## config.mk

```make
export PLATFORM = sky130hd
export DESIGN_NAME = ordered_list_engine
export DESIGN_NICKNAME = d
export VERILOG_FILES = /design/src/sv/olist_pkg.sv /design/src/sv/ordered_list_engine.sv /design/src/sv/olist_ram.sv /design/src/sv/olist_seq.sv
export SDC_FILE = /design/constraint.sdc
export NUM_CORES = 2
export LEC_CHECK = 0
export BUFFER_PORTS_ARGS = -buffer_cell sky130_fd_sc_hd__buf_2
export CAP_MARGIN = 20
export CORE_ASPECT_RATIO = 1.2
export CORE_UTILIZATION = 68
export DETAILED_ROUTE_END_ITERATION = 6
export PLACE_DENSITY = 0.83
export SYNTH_ARGS = -nofsm -noshare
export SYNTH_HDL_FRONTEND = slang
export SYNTH_SLANG_ARGS = --single-unit
```

## constraint.sdc

```tcl
create_clock -name aclk -period 16.59 [get_ports aclk]
set_input_delay 1.659 -clock aclk [delete_from_list [all_inputs] [get_ports aclk]]
set_output_delay 1.659 -clock aclk [all_outputs]
set_load 0.03 [all_outputs]
```

## src/sv/olist_pkg.sv

```systemverilog
// shared types and constants for the ordered list engine
package olist_pkg;

    localparam int DATA_W = 32;
    localparam int FUNC_W = 3;
    localparam int POS_W  = 7;
    localparam int STAT_W = 3;

    typedef enum logic [FUNC_W-1:0] {
        FN_INS_FRONT = 3'd0,
        FN_INS_POS   = 3'd1,
        FN_INS_END   = 3'd2,
        FN_DEL_FRONT = 3'd3,
        FN_DEL_POS   = 3'd4,
        FN_DEL_END   = 3'd5,
        FN_SEARCH    = 3'd6,
        FN_LENGTH    = 3'd7
    } func_t;

    typedef enum logic [STAT_W-1:0] {
        ST_OK        = 3'd0,
        ST_EMPTY     = 3'd1,
        ST_BAD_POS   = 3'd2,
        ST_FULL      = 3'd3,
        ST_NOT_FOUND = 3'd4
    } status_t;

    typedef enum logic [2:0] {
        S_IDLE,
        S_CHECK,
        S_GRAB,
        S_WALK,
        S_PLACE,
        S_DONE
    } seq_state_t;

    typedef struct packed {
        status_t                   status;
        logic signed [DATA_W-1:0]  value;
        logic [POS_W-1:0]          fpos;
        logic [POS_W-1:0]          count;
    } res_t;

endpackage

```

## src/sv/ordered_list_engine.sv

```systemverilog
// flow: an input beat is taken in S_IDLE and checked in S_CHECK, which also finishes length, failures
// and front or end insert; front or end delete reads its element in S_GRAB; mid-list insert, mid-list
// delete and search walk the store one element per cycle through its single read port in S_WALK;
// mid-list insert then writes its element in S_PLACE; all results leave from S_DONE. One item is in
// the sequencer at a time, the next input beat only back in S_IDLE; it is taken while a result waits.
// reset (aresetn low, synchronous) empties the list; the element store is not cleared.
module ordered_list_engine #(
    parameter int DEPTH = 64
) (
    input  logic                                 aclk,
    input  logic                                 aresetn,
    input  logic                                 s_valid,
    output logic                                 s_ready,
    input  logic [olist_pkg::FUNC_W-1:0]         s_func,
    input  logic signed [olist_pkg::DATA_W-1:0]  s_element,
    input  logic [olist_pkg::POS_W-1:0]          s_position,
    output logic                                 m_valid,
    input  logic                                 m_ready,
    output logic [olist_pkg::STAT_W-1:0]         m_status,
    output logic signed [olist_pkg::DATA_W-1:0]  m_value,
    output logic [olist_pkg::POS_W-1:0]          m_found_position,
    output logic [olist_pkg::POS_W-1:0]          m_count
);

    localparam int SW = $clog2(DEPTH);

    logic                                res_valid;
    logic                                res_ready;
    olist_pkg::res_t                     res;
    logic                                ram_we;
    logic [SW-1:0]                       ram_waddr;
    logic signed [olist_pkg::DATA_W-1:0] ram_wdata;
    logic                                ram_re;
    logic [SW-1:0]                       ram_raddr;
    logic signed [olist_pkg::DATA_W-1:0] ram_rdata;

    logic            m_valid_reg;
    olist_pkg::res_t out_reg;

    olist_seq #(.DEPTH(DEPTH)) u_seq (
        .aclk       (aclk),
        .aresetn    (aresetn),
        .s_valid    (s_valid),
        .s_ready    (s_ready),
        .s_func     (s_func),
        .s_element  (s_element),
        .s_position (s_position),
        .res_valid  (res_valid),
        .res_ready  (res_ready),
        .res        (res),
        .ram_we     (ram_we),
        .ram_waddr  (ram_waddr),
        .ram_wdata  (ram_wdata),
        .ram_re     (ram_re),
        .ram_raddr  (ram_raddr),
        .ram_rdata  (ram_rdata)
    );

    olist_ram #(.DEPTH(DEPTH)) u_ram (
        .aclk  (aclk),
        .we    (ram_we),
        .waddr (ram_waddr),
        .wdata (ram_wdata),
        .re    (ram_re),
        .raddr (ram_raddr),
        .rdata (ram_rdata)
    );

    // output register takes a new result once the old beat is gone
    assign res_ready = !m_valid_reg || m_ready;

    always_ff @(posedge aclk) begin
        if (!aresetn) begin
            m_valid_reg <= 1'b0;
        end else if (res_valid && res_ready) begin
            m_valid_reg <= 1'b1;
        end else if (m_ready) begin
            m_valid_reg <= 1'b0;
        end
    end

    always_ff @(posedge aclk) begin
        if (res_valid && res_ready) begin
            out_reg <= res;
        end
    end

    assign m_valid          = m_valid_reg;
    assign m_status         = out_reg.status;
    assign m_value          = out_reg.value;
    assign m_found_position = out_reg.fpos;
    assign m_count          = out_reg.count;

endmodule

```

## src/sv/olist_ram.sv

```systemverilog
// element store: one write port, one read port, registered read data
module olist_ram #(
    parameter int DEPTH = 64
) (
    input  logic                                 aclk,
    input  logic                                 we,
    input  logic [$clog2(DEPTH)-1:0]             waddr,
    input  logic signed [olist_pkg::DATA_W-1:0]  wdata,
    input  logic                                 re,
    input  logic [$clog2(DEPTH)-1:0]             raddr,
    output logic signed [olist_pkg::DATA_W-1:0]  rdata
);

    logic signed [olist_pkg::DATA_W-1:0] mem [DEPTH];
    logic signed [olist_pkg::DATA_W-1:0] rdata_reg;

    always_ff @(posedge aclk) begin
        if (we) begin
            mem[waddr] <= wdata;
        end
    end

    always_ff @(posedge aclk) begin
        if (re) begin
            rdata_reg <= mem[raddr];
        end
    end

    assign rdata = rdata_reg;

endmodule

```

## src/sv/olist_seq.sv

```systemverilog
// operation sequencer: checks, walks the store and builds the result
module olist_seq #(
    parameter int DEPTH = 64
) (
    input  logic                                 aclk,
    input  logic                                 aresetn,
    input  logic                                 s_valid,
    output logic                                 s_ready,
    input  logic [olist_pkg::FUNC_W-1:0]         s_func,
    input  logic signed [olist_pkg::DATA_W-1:0]  s_element,
    input  logic [olist_pkg::POS_W-1:0]          s_position,
    output logic                                 res_valid,
    input  logic                                 res_ready,
    output olist_pkg::res_t                      res,
    output logic                                 ram_we,
    output logic [$clog2(DEPTH)-1:0]             ram_waddr,
    output logic signed [olist_pkg::DATA_W-1:0]  ram_wdata,
    output logic                                 ram_re,
    output logic [$clog2(DEPTH)-1:0]             ram_raddr,
    input  logic signed [olist_pkg::DATA_W-1:0]  ram_rdata
);

    localparam int SW    = $clog2(DEPTH);
    localparam int CW    = $clog2(DEPTH + 1);
    localparam int POS_W = olist_pkg::POS_W;

    olist_pkg::seq_state_t state_reg, state_next;
    olist_pkg::func_t      func_reg, func_next;
    logic signed [olist_pkg::DATA_W-1:0] elem_reg, elem_next;
    logic [POS_W-1:0]      pos_reg, pos_next;
    logic [SW-1:0]         first_reg, first_next;
    logic [CW-1:0]         count_reg, count_next;
    logic [CW-1:0]         wi_reg, wi_next;
    logic [CW-1:0]         wend_reg, wend_next;
    logic [CW-1:0]         ridx_reg, ridx_next;
    logic                  iss_reg, iss_next;
    logic                  pend_reg, pend_next;
    olist_pkg::status_t    rstat_reg, rstat_next;
    logic signed [olist_pkg::DATA_W-1:0] rval_reg, rval_next;
    logic [POS_W-1:0]      rpos_reg, rpos_next;

    logic          empty, full, pos_bad;
    logic [CW-1:0] posm1;
    logic [SW-1:0] first_dec, first_inc;

    // circular slot of list index idx
    function automatic logic [SW-1:0] slot_of(input logic [SW-1:0] first,
                                              input logic [CW-1:0] idx);
        logic [SW:0] sum;
        sum = {1'b0, first} + (SW+1)'(idx);
        if (sum >= (SW+1)'(DEPTH)) begin
            sum = sum - (SW+1)'(DEPTH);
        end
        return sum[SW-1:0];
    endfunction

    assign empty     = (count_reg == '0);
    assign full      = (count_reg == CW'(DEPTH));
    assign pos_bad   = (pos_reg == '0) || (pos_reg > POS_W'(count_reg));
    assign posm1     = CW'(pos_reg - POS_W'(1));
    assign first_dec = (first_reg == '0) ? SW'(DEPTH - 1) : first_reg - SW'(1);
    assign first_inc = (first_reg == SW'(DEPTH - 1)) ? '0 : first_reg + SW'(1);

    always_ff @(posedge aclk) begin
        if (!aresetn) begin
            state_reg <= olist_pkg::S_IDLE;
            first_reg <= '0;
            count_reg <= '0;
            iss_reg   <= 1'b0;
            pend_reg  <= 1'b0;
        end else begin
            state_reg <= state_next;
            first_reg <= first_next;
            count_reg <= count_next;
            iss_reg   <= iss_next;
            pend_reg  <= pend_next;
        end
    end

    always_ff @(posedge aclk) begin
        func_reg  <= func_next;
        elem_reg  <= elem_next;
        pos_reg   <= pos_next;
        wi_reg    <= wi_next;
        wend_reg  <= wend_next;
        ridx_reg  <= ridx_next;
        rstat_reg <= rstat_next;
        rval_reg  <= rval_next;
        rpos_reg  <= rpos_next;
    end

    always_comb begin
        state_next = state_reg;
        func_next  = func_reg;
        elem_next  = elem_reg;
        pos_next   = pos_reg;
        first_next = first_reg;
        count_next = count_reg;
        wi_next    = wi_reg;
        wend_next  = wend_reg;
        ridx_next  = ridx_reg;
        iss_next   = 1'b0;
        pend_next  = 1'b0;
        rstat_next = rstat_reg;
        rval_next  = rval_reg;
        rpos_next  = rpos_reg;
        s_ready    = 1'b0;
        res_valid  = 1'b0;
        ram_we     = 1'b0;
        ram_waddr  = first_reg;
        ram_wdata  = elem_reg;
        ram_re     = 1'b0;
        ram_raddr  = first_reg;

        unique case (state_reg)
            olist_pkg::S_IDLE: begin
                s_ready = 1'b1;
                if (s_valid) begin
                    func_next  = olist_pkg::func_t'(s_func);
                    elem_next  = s_element;
                    pos_next   = s_position;
                    state_next = olist_pkg::S_CHECK;
                end
            end

            olist_pkg::S_CHECK: begin
                rval_next  = '0;
                rpos_next  = '0;
                state_next = olist_pkg::S_DONE;
                unique case (func_reg) inside
                    olist_pkg::FN_INS_FRONT, olist_pkg::FN_INS_POS: begin
                        if (func_reg == olist_pkg::FN_INS_POS && empty) begin
                            rstat_next = olist_pkg::ST_EMPTY;
                        end else if (func_reg == olist_pkg::FN_INS_POS && pos_bad) begin
                            rstat_next = olist_pkg::ST_BAD_POS;
                        end else if (full) begin
                            rstat_next = olist_pkg::ST_FULL;
                        end else if (func_reg == olist_pkg::FN_INS_FRONT ||
                                     pos_reg == POS_W'(1)) begin
                            ram_we     = 1'b1;
                            ram_waddr  = first_dec;
                            first_next = first_dec;
                            count_next = count_reg + CW'(1);
                            rstat_next = olist_pkg::ST_OK;
                            rval_next  = elem_reg;
                            rpos_next  = POS_W'(1);
                        end else begin
                            // shift the tail up by one, last element first
                            wi_next    = count_reg - CW'(1);
                            wend_next  = posm1;
                            iss_next   = 1'b1;
                            rstat_next = olist_pkg::ST_OK;
                            rval_next  = elem_reg;
                            rpos_next  = pos_reg;
                            state_next = olist_pkg::S_WALK;
                        end
                    end
                    olist_pkg::FN_INS_END: begin
                        if (full) begin
                            rstat_next = olist_pkg::ST_FULL;
                        end else begin
                            ram_we     = 1'b1;
                            ram_waddr  = slot_of(first_reg, count_reg);
                            count_next = count_reg + CW'(1);
                            rstat_next = olist_pkg::ST_OK;
                            rval_next  = elem_reg;
                            rpos_next  = POS_W'(count_reg) + POS_W'(1);
                        end
                    end
                    olist_pkg::FN_DEL_FRONT, olist_pkg::FN_DEL_POS,
                    olist_pkg::FN_DEL_END: begin
                        if (empty) begin
                            rstat_next = olist_pkg::ST_EMPTY;
                        end else if (func_reg == olist_pkg::FN_DEL_POS && pos_bad) begin
                            rstat_next = olist_pkg::ST_BAD_POS;
                        end else if (func_reg == olist_pkg::FN_DEL_FRONT ||
                                     (func_reg == olist_pkg::FN_DEL_POS &&
                                      pos_reg == POS_W'(1))) begin
                            ram_re     = 1'b1;
                            ram_raddr  = first_reg;
                            first_next = first_inc;
                            count_next = count_reg - CW'(1);
                            rstat_next = olist_pkg::ST_OK;
                            rpos_next  = POS_W'(1);
                            state_next = olist_pkg::S_GRAB;
                        end else if (func_reg == olist_pkg::FN_DEL_END ||
                                     pos_reg == POS_W'(count_reg)) begin
                            // last element: no shift needed
                            ram_re     = 1'b1;
                            ram_raddr  = slot_of(first_reg, count_reg - CW'(1));
                            count_next = count_reg - CW'(1);
                            rstat_next = olist_pkg::ST_OK;
                            rpos_next  = POS_W'(count_reg);
                            state_next = olist_pkg::S_GRAB;
                        end else begin
                            wi_next    = posm1;
                            wend_next  = count_reg - CW'(1);
                            iss_next   = 1'b1;
                            rstat_next = olist_pkg::ST_OK;
                            rpos_next  = pos_reg;
                            state_next = olist_pkg::S_WALK;
                        end
                    end
                    olist_pkg::FN_SEARCH: begin
                        if (empty) begin
                            rstat_next = olist_pkg::ST_EMPTY;
                        end else begin
                            wi_next    = '0;
                            wend_next  = count_reg - CW'(1);
                            iss_next   = 1'b1;
                            rstat_next = olist_pkg::ST_NOT_FOUND;
                            state_next = olist_pkg::S_WALK;
                        end
                    end
                    olist_pkg::FN_LENGTH: begin
                        rstat_next = empty ? olist_pkg::ST_EMPTY : olist_pkg::ST_OK;
                    end
                    default: begin
                        rstat_next = olist_pkg::ST_OK;
                    end
                endcase
            end

            olist_pkg::S_GRAB: begin
                rval_next  = ram_rdata;
                state_next = olist_pkg::S_DONE;
            end

            olist_pkg::S_WALK: begin
                // issue one read a cycle, handle the data of the previous read
                if (iss_reg) begin
                    ram_re    = 1'b1;
                    ram_raddr = slot_of(first_reg, wi_reg);
                    ridx_next = wi_reg;
                    pend_next = 1'b1;
                    if (wi_reg != wend_reg) begin
                        iss_next = 1'b1;
                        wi_next  = (func_reg == olist_pkg::FN_INS_POS) ?
                                   wi_reg - CW'(1) : wi_reg + CW'(1);
                    end
                end
                if (pend_reg) begin
                    case (func_reg)
                        olist_pkg::FN_INS_POS: begin
                            ram_we    = 1'b1;
                            ram_waddr = slot_of(first_reg, ridx_reg + CW'(1));
                            ram_wdata = ram_rdata;
                        end
                        olist_pkg::FN_DEL_POS: begin
                            if (ridx_reg == posm1) begin
                                rval_next = ram_rdata;
                            end else begin
                                ram_we    = 1'b1;
                                ram_waddr = slot_of(first_reg, ridx_reg - CW'(1));
                                ram_wdata = ram_rdata;
                            end
                        end
                        default: begin
                            if (ram_rdata == elem_reg) begin
                                rstat_next = olist_pkg::ST_OK;
                                rval_next  = elem_reg;
                                rpos_next  = POS_W'(ridx_reg) + POS_W'(1);
                                iss_next   = 1'b0;
                                pend_next  = 1'b0;
                                state_next = olist_pkg::S_DONE;
                            end
                        end
                    endcase
                end
                if (!iss_reg && !pend_reg) begin
                    case (func_reg)
                        olist_pkg::FN_INS_POS: state_next = olist_pkg::S_PLACE;
                        olist_pkg::FN_DEL_POS: begin
                            count_next = count_reg - CW'(1);
                            state_next = olist_pkg::S_DONE;
                        end
                        default: state_next = olist_pkg::S_DONE;
                    endcase
                end
            end

            olist_pkg::S_PLACE: begin
                ram_we     = 1'b1;
                ram_waddr  = slot_of(first_reg, posm1);
                count_next = count_reg + CW'(1);
                state_next = olist_pkg::S_DONE;
            end

            olist_pkg::S_DONE: begin
                res_valid = 1'b1;
                if (res_ready) begin
                    state_next = olist_pkg::S_IDLE;
                end
            end

            default: begin
                state_next = olist_pkg::S_IDLE;
            end
        endcase
    end

    assign res.status = rstat_reg;
    assign res.value  = rval_reg;
    assign res.fpos   = rpos_reg;
    assign res.count  = POS_W'(count_reg);

    a_count_bound: assert property (@(posedge aclk) disable iff (!aresetn)
        count_reg <= CW'(DEPTH))
        else $error("element count above store depth");

    a_first_bound: assert property (@(posedge aclk) disable iff (!aresetn)
        first_reg <= SW'(DEPTH - 1))
        else $error("first slot outside store");

    a_no_rw_clash: assert property (@(posedge aclk) disable iff (!aresetn)
        (ram_we && ram_re) |-> (ram_waddr != ram_raddr))
        else $error("shift reads and writes the same slot");

    a_pend_follows_read: assert property (@(posedge aclk) disable iff (!aresetn)
        pend_reg |-> $past(ram_re))
        else $error("read data consumed without a read");

endmodule
```

======== Yosys cells after proc, flatten, opt, wreduce, memory -nomap -nowiden ========
Memory sizes are Yosys's and may differ from the RTL's. A register that Yosys moved wholly into a read port is not among the register bits.
Index checks and enable logic that the tools add are counted.
cells by class
  $add $sub $neg .......................... 21
  order comparisons ....................... 7
  equality and inequality tests ........... 58
  multiplexer cells ....................... 165
  reduce and logical (&&, ||, !) cells .... 39
operators with widths
  kind                   count
  $mux W7                44
  $mux W32               9
  $pmux W32 S2           3
  $mux W6                24
  $pmux W7 S3            5
  $pmux W32 S3           1
  $mux W3                21
  $pmux W6 S2            4
  $add A6 B7 Y7          6
  $ge A7 B7 Y1 const B   6
  $sub A6 B1 Y6 const B  7
  $mux W1                39
  $ne A3 B3 Y1 const B   11
  $eq A32 B32 Y1         1
  $pmux W3 S5            2
  $pmux W7 S2            2
  $sub A7 B1 Y7 const B  4
  $ne A2 B2 Y1 const B   13
  $add A7 B1 Y7 const B  3
  $eq A3 B3 Y1 const B   6
  $pmux W6 S3            1
  $reduce_and A5 Y1      3
  $eq A7 B7 Y1           2
  $logic_not A7 Y1       2
  32 further kinds       71
storage, ports and cells
  register bits ........................... 173
  bits in writable memories ............... 2048
  bits of input ports ..................... 46
  word-level logic and storage cells ...... 310
  memories kept ........................... 1
memory list
  name       words  bits a word  rd ports  clocked after memory_dff  write ports  line             source
  u_ram.mem  64     32           1         1                         1            olist_ram.sv:14  logic signed [olist_pkg::DATA_W-1:0] mem [DEPTH];

======== Longest topological paths before layout ========
  depth after elaboration ................. 10
  depth in mapped cells ................... 18

======== By module ========
Synthesis repeated with hierarchy kept, for this count alone.
unflattened totals
  cell total of the unflattened synthesis .. 4502
  area total of the unflattened synthesis .. 90269.1 sq um
by module, submodules not included
  module               instances  cells an instance  area an instance (sq um)  seq. area each (sq um)
  olist_ram            1          3511               79359.9                   62459.9
  olist_seq            1          937                9380.2                    3513.4
  ordered_list_engine  1          54                 1529.0                    1491.4

======== Worst setup path before layout ========
Ideal clock, no wire load.
  path type ............................... reg2reg
  start ................................... reg u_seq.first_reg[1]
  end ..................................... mem u_ram.mem[10][0] in the netlist's numbering (enable)
  library setup time ...................... 461 ps
  data arrival time ....................... 5594 ps
  path slack .............................. 10535 ps
  stages on the path, launching flop included .. 16
  buffers on the path ..................... 0
  cells stage by stage .................... dfxtp_1 inv_1 ha_1 inv_1 ha_1 inv_1 fa_1 inv_1 a21o_1 a21oi_1 xnor2_1 o211a_1 o311ai_0 a41oi_1 nand3b_1 nor3_1
on the way
  word-level cells in the longest chain between the ends .. 8
  elaborated cells on any way between the ends .. 29
  classes of those cells .................. add/sub: 9; order compare: 4; mux: 15; reduce/logical: 1
RTL lines
  item                                                   line              source
  from (decl)                                            olist_seq.sv:31   logic [SW-1:0] first_reg, first_next;
  from (signal assigned)                                 olist_seq.sv:73   first_reg <= first_next;
  branches (longest 7 deep; another with $add A6 B7 Y7)  n/a
  $pmux W6 S3 (*)                                        olist_seq.sv:115  unique case (state_reg)
  to (decl)                                              olist_ram.sv:14
Mark *: on every way between the ends.

======== Worst setup path in the final report ========
  start ................................... reg u_seq.count_reg[0]
  end ..................................... reg u_ram.rdata_reg (netlist bit u_ram.rdata[24]) (read register of u_ram.mem) (data pin)
on the way
  word-level cells in the longest chain between the ends .. 10
  elaborated cells on any way between the ends .. 23
  classes of those cells .................. add/sub: 3; order compare: 2; eq/ne: 1; mux: 13; reduce/logical: 4
RTL lines
  item                                           line                              source
  from (decl)                                    olist_seq.sv:32                   logic [CW-1:0] count_reg, count_next;
  from (signal assigned)                         olist_seq.sv:74                   count_reg <= count_next;
  $sub A7 B1 Y7                                  olist_seq.sv:190                  ram_raddr = slot_of(first_reg, count_reg - CW'(1));
  $add A6 B7 Y7                                  olist_seq.sv:50                   sum = {1'b0, first} + (SW+1)'(idx);
  $sub A6 B1 Y6 or $ge A7 B7 Y1 (tied branches)  olist_seq.sv:52, olist_seq.sv:51
  $mux W6                                        olist_seq.sv:51                   if (sum >= (SW+1)'(DEPTH)) begin
  $mux W6                                        olist_seq.sv:186                  end else if (func_reg == olist_pkg::FN_DEL_END ||
  $mux W6                                        olist_seq.sv:176                  end else if (func_reg == olist_pkg::FN_DEL_FRONT ||
  $mux W6                                        olist_seq.sv:174                  end else if (func_reg == olist_pkg::FN_DEL_POS && pos_bad) begin
  $mux W6                                        olist_seq.sv:172                  if (empty) begin
  $mux W6                                        olist_seq.sv:130                  unique case (func_reg) inside
  $pmux W6 S2                                    olist_seq.sv:115
  to (decl)                                      olist_ram.sv:15                   logic signed [olist_pkg::DATA_W-1:0] rdata_reg;
Several ways; a longest one is shown, not always the timed one.
A chain may end at the register's enable or synchronous reset.

==> run_results.csv <==
group,metric,value,unit
sta,total_negative_setup_slacks,0,ps
power,seqPwrFrac,45.0,%
synth,synth_simple_gate_area_share,5.33,%
floorplanning,num_io_pins,97,
route,drc,0,
synth,synth_mux_area_share,11.9,%
sta,max_freq,124,MHz
power,comb_power_share,23.6,%
grt,global_route.usage.total,40.5,%
floorplanning,die_height,403,microns
sta,worstMarginPinSlew,1580,ps
route,drt-initial-drc-count,9213,
synth,synthesis_warnings,0,
run,cap_violations,0,
clock_network,clk_pin_slew,70,ps
critical_path,reg2reg_to,"u_ram.rdata[24]$_DFFE_PP_",
route,drt_pre_antenna_iters,7,
power,peakVddDrop,0.000121,V
run_status,failed_checks,"slew limit",
synth,syn_area,91100,sq um
placed_design,setup_ws_pre_cts,9010,ps
sta,report.final.setup_viol,0,
critical_path,worst_r2r_startpoint,"u_seq.count_reg[0]$_SDFFE_PN0P_",
clock_network,numClockSinks,2253,
placed_design,dp.final_hpwl,152000,microns
critical_path,worst_r2r_path_depth,16,
floorplanning,placementRows,146,
hold_path,hold_class,"reg -> reg",
synth,top_cells_by_area_synth,"sky130_fd_sc_hd__edfxtp_1 (74%), sky130_fd_sc_hd__mux2i_1 (5.2%), sky130_fd_sc_hd__mux4_2 (4.8%), sky130_fd_sc_hd__mux2_2 (1.9%), sky130_fd_sc_hd__nand2_1 (1.8%)",
floorplanning,floorplan.core_area,132000,sq um
sta,timing.final.ws_setup,8550,ps
synth,synth.net_count,5410,
synth,synth.distinct_cells,79,
synth,synth-edff-count,2234,
critical_path,worst_setup_path_start_kind,"flop",
sta,layout_worst_path_cycle_share,48.5,%
synth,yosys.area.top_type_share,73.6,%
grt,grt_pass1_wl,380000,microns
synth,synthFlopType,"sky130_fd_sc_hd__edfxtp_1",
clock_network,root_buffer,"sky130_fd_sc_hd__clkbuf_16",
layout,largest_register,"u_ram.mem",
grt,pin_count_of_the_biggest_net_entering_global_routing,177,
critical_path,cp_max_fo,53,
critical_path,critPathRequiredTime,17190,ps
layout,areaGrowthSynthToFinish,11.2,%
hold_path,min_from,"u_seq.rval_reg[31]$_DFFE_PP_",
floorplanning,floorplan.die_area,135000,sq um
grt,grt_ovf,0,
sta,final.min_clock_period,8040,ps
synth,async_flop_share,0,%
synth,compound_gate_portion_of_the_synthesized_area,5.19,%
clock_network,worst_skew_pair.late_latency,880,ps
layout,layout_cell_share_with_drive_strength_beyond_1,18.1,%
synth,synthXorXnorAreaFrac,0.942,%
placed_design,place.detailed.instances,7047,
clock_network,htree_num_levels,4,
synth,post_synthesis_adder_cell_area_fraction,0.895,%
floorplanning,floorplan.initialDensity,68.8,%
placed_design,numPortBuffers,96,
clock_network,cts.repair.resized,0,
route,vias,54300,
floorplanning,die_width,336,microns
placed_design,gpl_congestion,1.02,
clock_network,post-cts-setup-buffer-count,0,
critical_path,rrSetupSlack,8550,ps
clock_network,ctsLongestPathBuffers,3,
power,power.internal,10.6,mW
clock_network,numCtsBuffers,201,
clock_network,cts_tree,"done",
grt,number_of_global_route_vias_before_repair,53000,
route,vias_per_cell,7.31,
synth,synth.yosys.seq_area_share,74.0,%
critical_path,setup.worst_path.class,"reg -> reg",
critical_path,cp.arrival,8640,ps
power,power-per-cell-area,152,nW/um^2
route,finalWirelength,273000,microns
grt,grt_antenna_before_repair,14,
power,fraction_of_power_spent_switching_nets,31.2,%
hold_path,holdPathStages,0,
synth,largest_family_of_logic_cells_by_synthesized_area,"multiplexers",
layout,filler_free_cell_count_of_the_finished_design,7437,
run_status,outcome,"finished with violations",
sta,grt_setup_unrepaired,"false",
power,power_frac_clock,31.3,%
synth,synth.largest_area_cell,"sky130_fd_sc_hd__edfxtp_1",
sta,timing_hold_violations_final,0,
sta,timing_max_transition_violations_final,1,
synth,synth_seq_cells,2253,
critical_path,critPathLaunch,"u_seq.count_reg[0]$_SDFFE_PN0P_",
clock_network,post_cts_hold_buffer_count,0,
sta,final.setup_skew,42.0,ps
power,total_leakage_power,32.7,nW
power,switchingPower,4.81,mW
route,routedWlPerCell,36.7,microns
synth,syn-mean-instance-area,17.2,sq um
sta,relSlewSlack,-5.57,%
layout,max_ffs_per_register,2048,
hold_path,hold_end,"m_value[31]$_DFFE_PP_",
critical_path,endpoint_kind_of_the_worst_setup_timing_path,"flop",
synth,synthesis.instances,5303,
route,final_antenna_net_count,0,
layout,finish.net_count,5594,
==> placed cells by master, fill, tap and decap left out, types with 9 or more instances in the layout <==
cell | Yosys | routed
sky130_fd_sc_hd__a21o_1 | 21 | 21
sky130_fd_sc_hd__a21oi_1 | 167 | 165
sky130_fd_sc_hd__a221oi_1 | 14 | 14
sky130_fd_sc_hd__a22o_1 | 126 | 126
sky130_fd_sc_hd__a22oi_1 | 131 | 131
sky130_fd_sc_hd__a31oi_1 | 11 | 11
sky130_fd_sc_hd__and2_1 | 13 | 11
sky130_fd_sc_hd__buf_12 | 0 | 10
sky130_fd_sc_hd__buf_2 | 105 | 100
sky130_fd_sc_hd__buf_4 | 24 | 157
sky130_fd_sc_hd__bufinv_16 | 0 | 27
sky130_fd_sc_hd__clkbuf_1 | 136 | 45
sky130_fd_sc_hd__clkbuf_16 | 0 | 202
sky130_fd_sc_hd__clkinv_1 | 2 | 36
sky130_fd_sc_hd__clkinv_2 | 0 | 32
sky130_fd_sc_hd__dfxtp_1 | 19 | 19
sky130_fd_sc_hd__edfxtp_1 | 2234 | 2234
sky130_fd_sc_hd__ha_1 | 54 | 54
sky130_fd_sc_hd__inv_1 | 51 | 51
sky130_fd_sc_hd__mux2_2 | 155 | 155
sky130_fd_sc_hd__mux2i_1 | 475 | 475
sky130_fd_sc_hd__mux4_2 | 193 | 193
sky130_fd_sc_hd__nand2_1 | 437 | 434
sky130_fd_sc_hd__nand2b_1 | 9 | 9
sky130_fd_sc_hd__nand3_1 | 253 | 252
sky130_fd_sc_hd__nand4_1 | 13 | 13
sky130_fd_sc_hd__nand4b_1 | 29 | 29
sky130_fd_sc_hd__nor2_1 | 162 | 93
sky130_fd_sc_hd__nor2_4 | 0 | 64
sky130_fd_sc_hd__nor2b_1 | 9 | 9
sky130_fd_sc_hd__nor3_1 | 35 | 26
sky130_fd_sc_hd__nor3_2 | 4 | 11
sky130_fd_sc_hd__nor4_1 | 39 | 31
sky130_fd_sc_hd__o21ai_0 | 54 | 54
sky130_fd_sc_hd__o22ai_1 | 68 | 68
sky130_fd_sc_hd__or3_1 | 10 | 10
sky130_fd_sc_hd__xnor2_1 | 49 | 49
sky130_fd_sc_hd__xor2_1 | 36 | 36
==> stage by stage <==
stage | cell area (sq um) | utilization (%) | power (mW) | hold WS (ps)
CTS | 101000 | 76.4 | 15.2 | 418
global placement | 94300 | 71.2 | 10.4 | 401
global route | 101000 | 76.5 | 15.7 | 419
floorplan | 91100 | - | 9.08 | 400
finish | 101000 | 76.5 | 15.4 | 417
detailed placement | 94400 | 71.3 | 10.5 | 405
==> worst max-delay path, stage by stage, from the launching register on <==
cell	delay (ps)
sky130_fd_sc_hd__dfxtp_1	660
sky130_fd_sc_hd__inv_1	230
sky130_fd_sc_hd__ha_1	320
sky130_fd_sc_hd__xor2_1	320
sky130_fd_sc_hd__ha_1	340
sky130_fd_sc_hd__xor2_1	200
sky130_fd_sc_hd__nand4_1	210
sky130_fd_sc_hd__nand3_4	740
sky130_fd_sc_hd__buf_4	780
sky130_fd_sc_hd__buf_4	740
sky130_fd_sc_hd__buf_4	820
sky130_fd_sc_hd__mux2i_1	280
sky130_fd_sc_hd__mux2_2	180
sky130_fd_sc_hd__o22ai_1	210
sky130_fd_sc_hd__nor4_1	1220
sky130_fd_sc_hd__buf_4	270
sky130_fd_sc_hd__nand4b_1	90
==> Yosys cell counts (105+ instances only) <==
master                     instances
sky130_fd_sc_hd__nor2_1          162
sky130_fd_sc_hd__nand3_1         253
sky130_fd_sc_hd__mux2_2          155
sky130_fd_sc_hd__nand2_1         437
sky130_fd_sc_hd__buf_2           105
sky130_fd_sc_hd__a22o_1          126
sky130_fd_sc_hd__a21oi_1         167
sky130_fd_sc_hd__mux2i_1         475
sky130_fd_sc_hd__clkbuf_1        136
sky130_fd_sc_hd__mux4_2          193
sky130_fd_sc_hd__edfxtp_1       2234
sky130_fd_sc_hd__a22oi_1         131
==> how the worst max path moves through the flow <==
stage / to / slack, ps / depth (start not counted)
final: u_ram.rdata[24]$_DFFE_PP_ / 8550 / 16
after global routing: u_ram.rdata[24]$_DFFE_PP_ / 8520 / 16
after CTS: u_ram.rdata[24]$_DFFE_PP_ / 8900 / 16
after detailed placement: u_ram.rdata[24]$_DFFE_PP_ / 9010 / 16
after global placement: u_ram.rdata[16]$_DFFE_PP_ / 8980 / 15
after floorplan: u_ram.mem[10][0]$_DFFE_PP_ / 10540 / 15
==> per-layer routing <==
layer	up-vias	share of wire [%]	track usage (%)
li1	21400	-	-
met1	26800	31	49.6
met2	5038	45	60.3
met3	1080	14	12.0
met4	18	9.8	32.9
met5	-	0.047	0
==> cells by family after synthesis <==
logic type                 Yosys count
muxes                              823
and+or+nand+nor                   1051
DFF                               2253
xor gates and xnor gates            90
adders and majority gates           61
buffers and inverters              342
AOI/OAI and AO/OA                  683
==> final cells by class <==
type / count / area, sq um
Sequential cell: 2253 / 67500
Fill cell: 6765 / 31100
Multi-Input combinational cell: 2708 / 22800
Clock buffer: 251 / 5280
Tap cell: 1776 / 2220
Timing Repair Buffer: 270 / 1900
Clock inverter: 118 / 1480
Inverter: 53 / 199
Antenna cell: 8 / 20.0
==> power groups by stage <==
stage	combinational, mW	sequential [mW]	clock (mW)
after floorplan	2.07	7.01	0
after global placement	3.33	7.03	0
after detailed placement	3.41	7.05	0
after CTS	3.48	6.93	4.81
after global routing	3.71	6.95	5.03
final	3.65	6.94	4.83
Power figures use the tool's default switching activity.
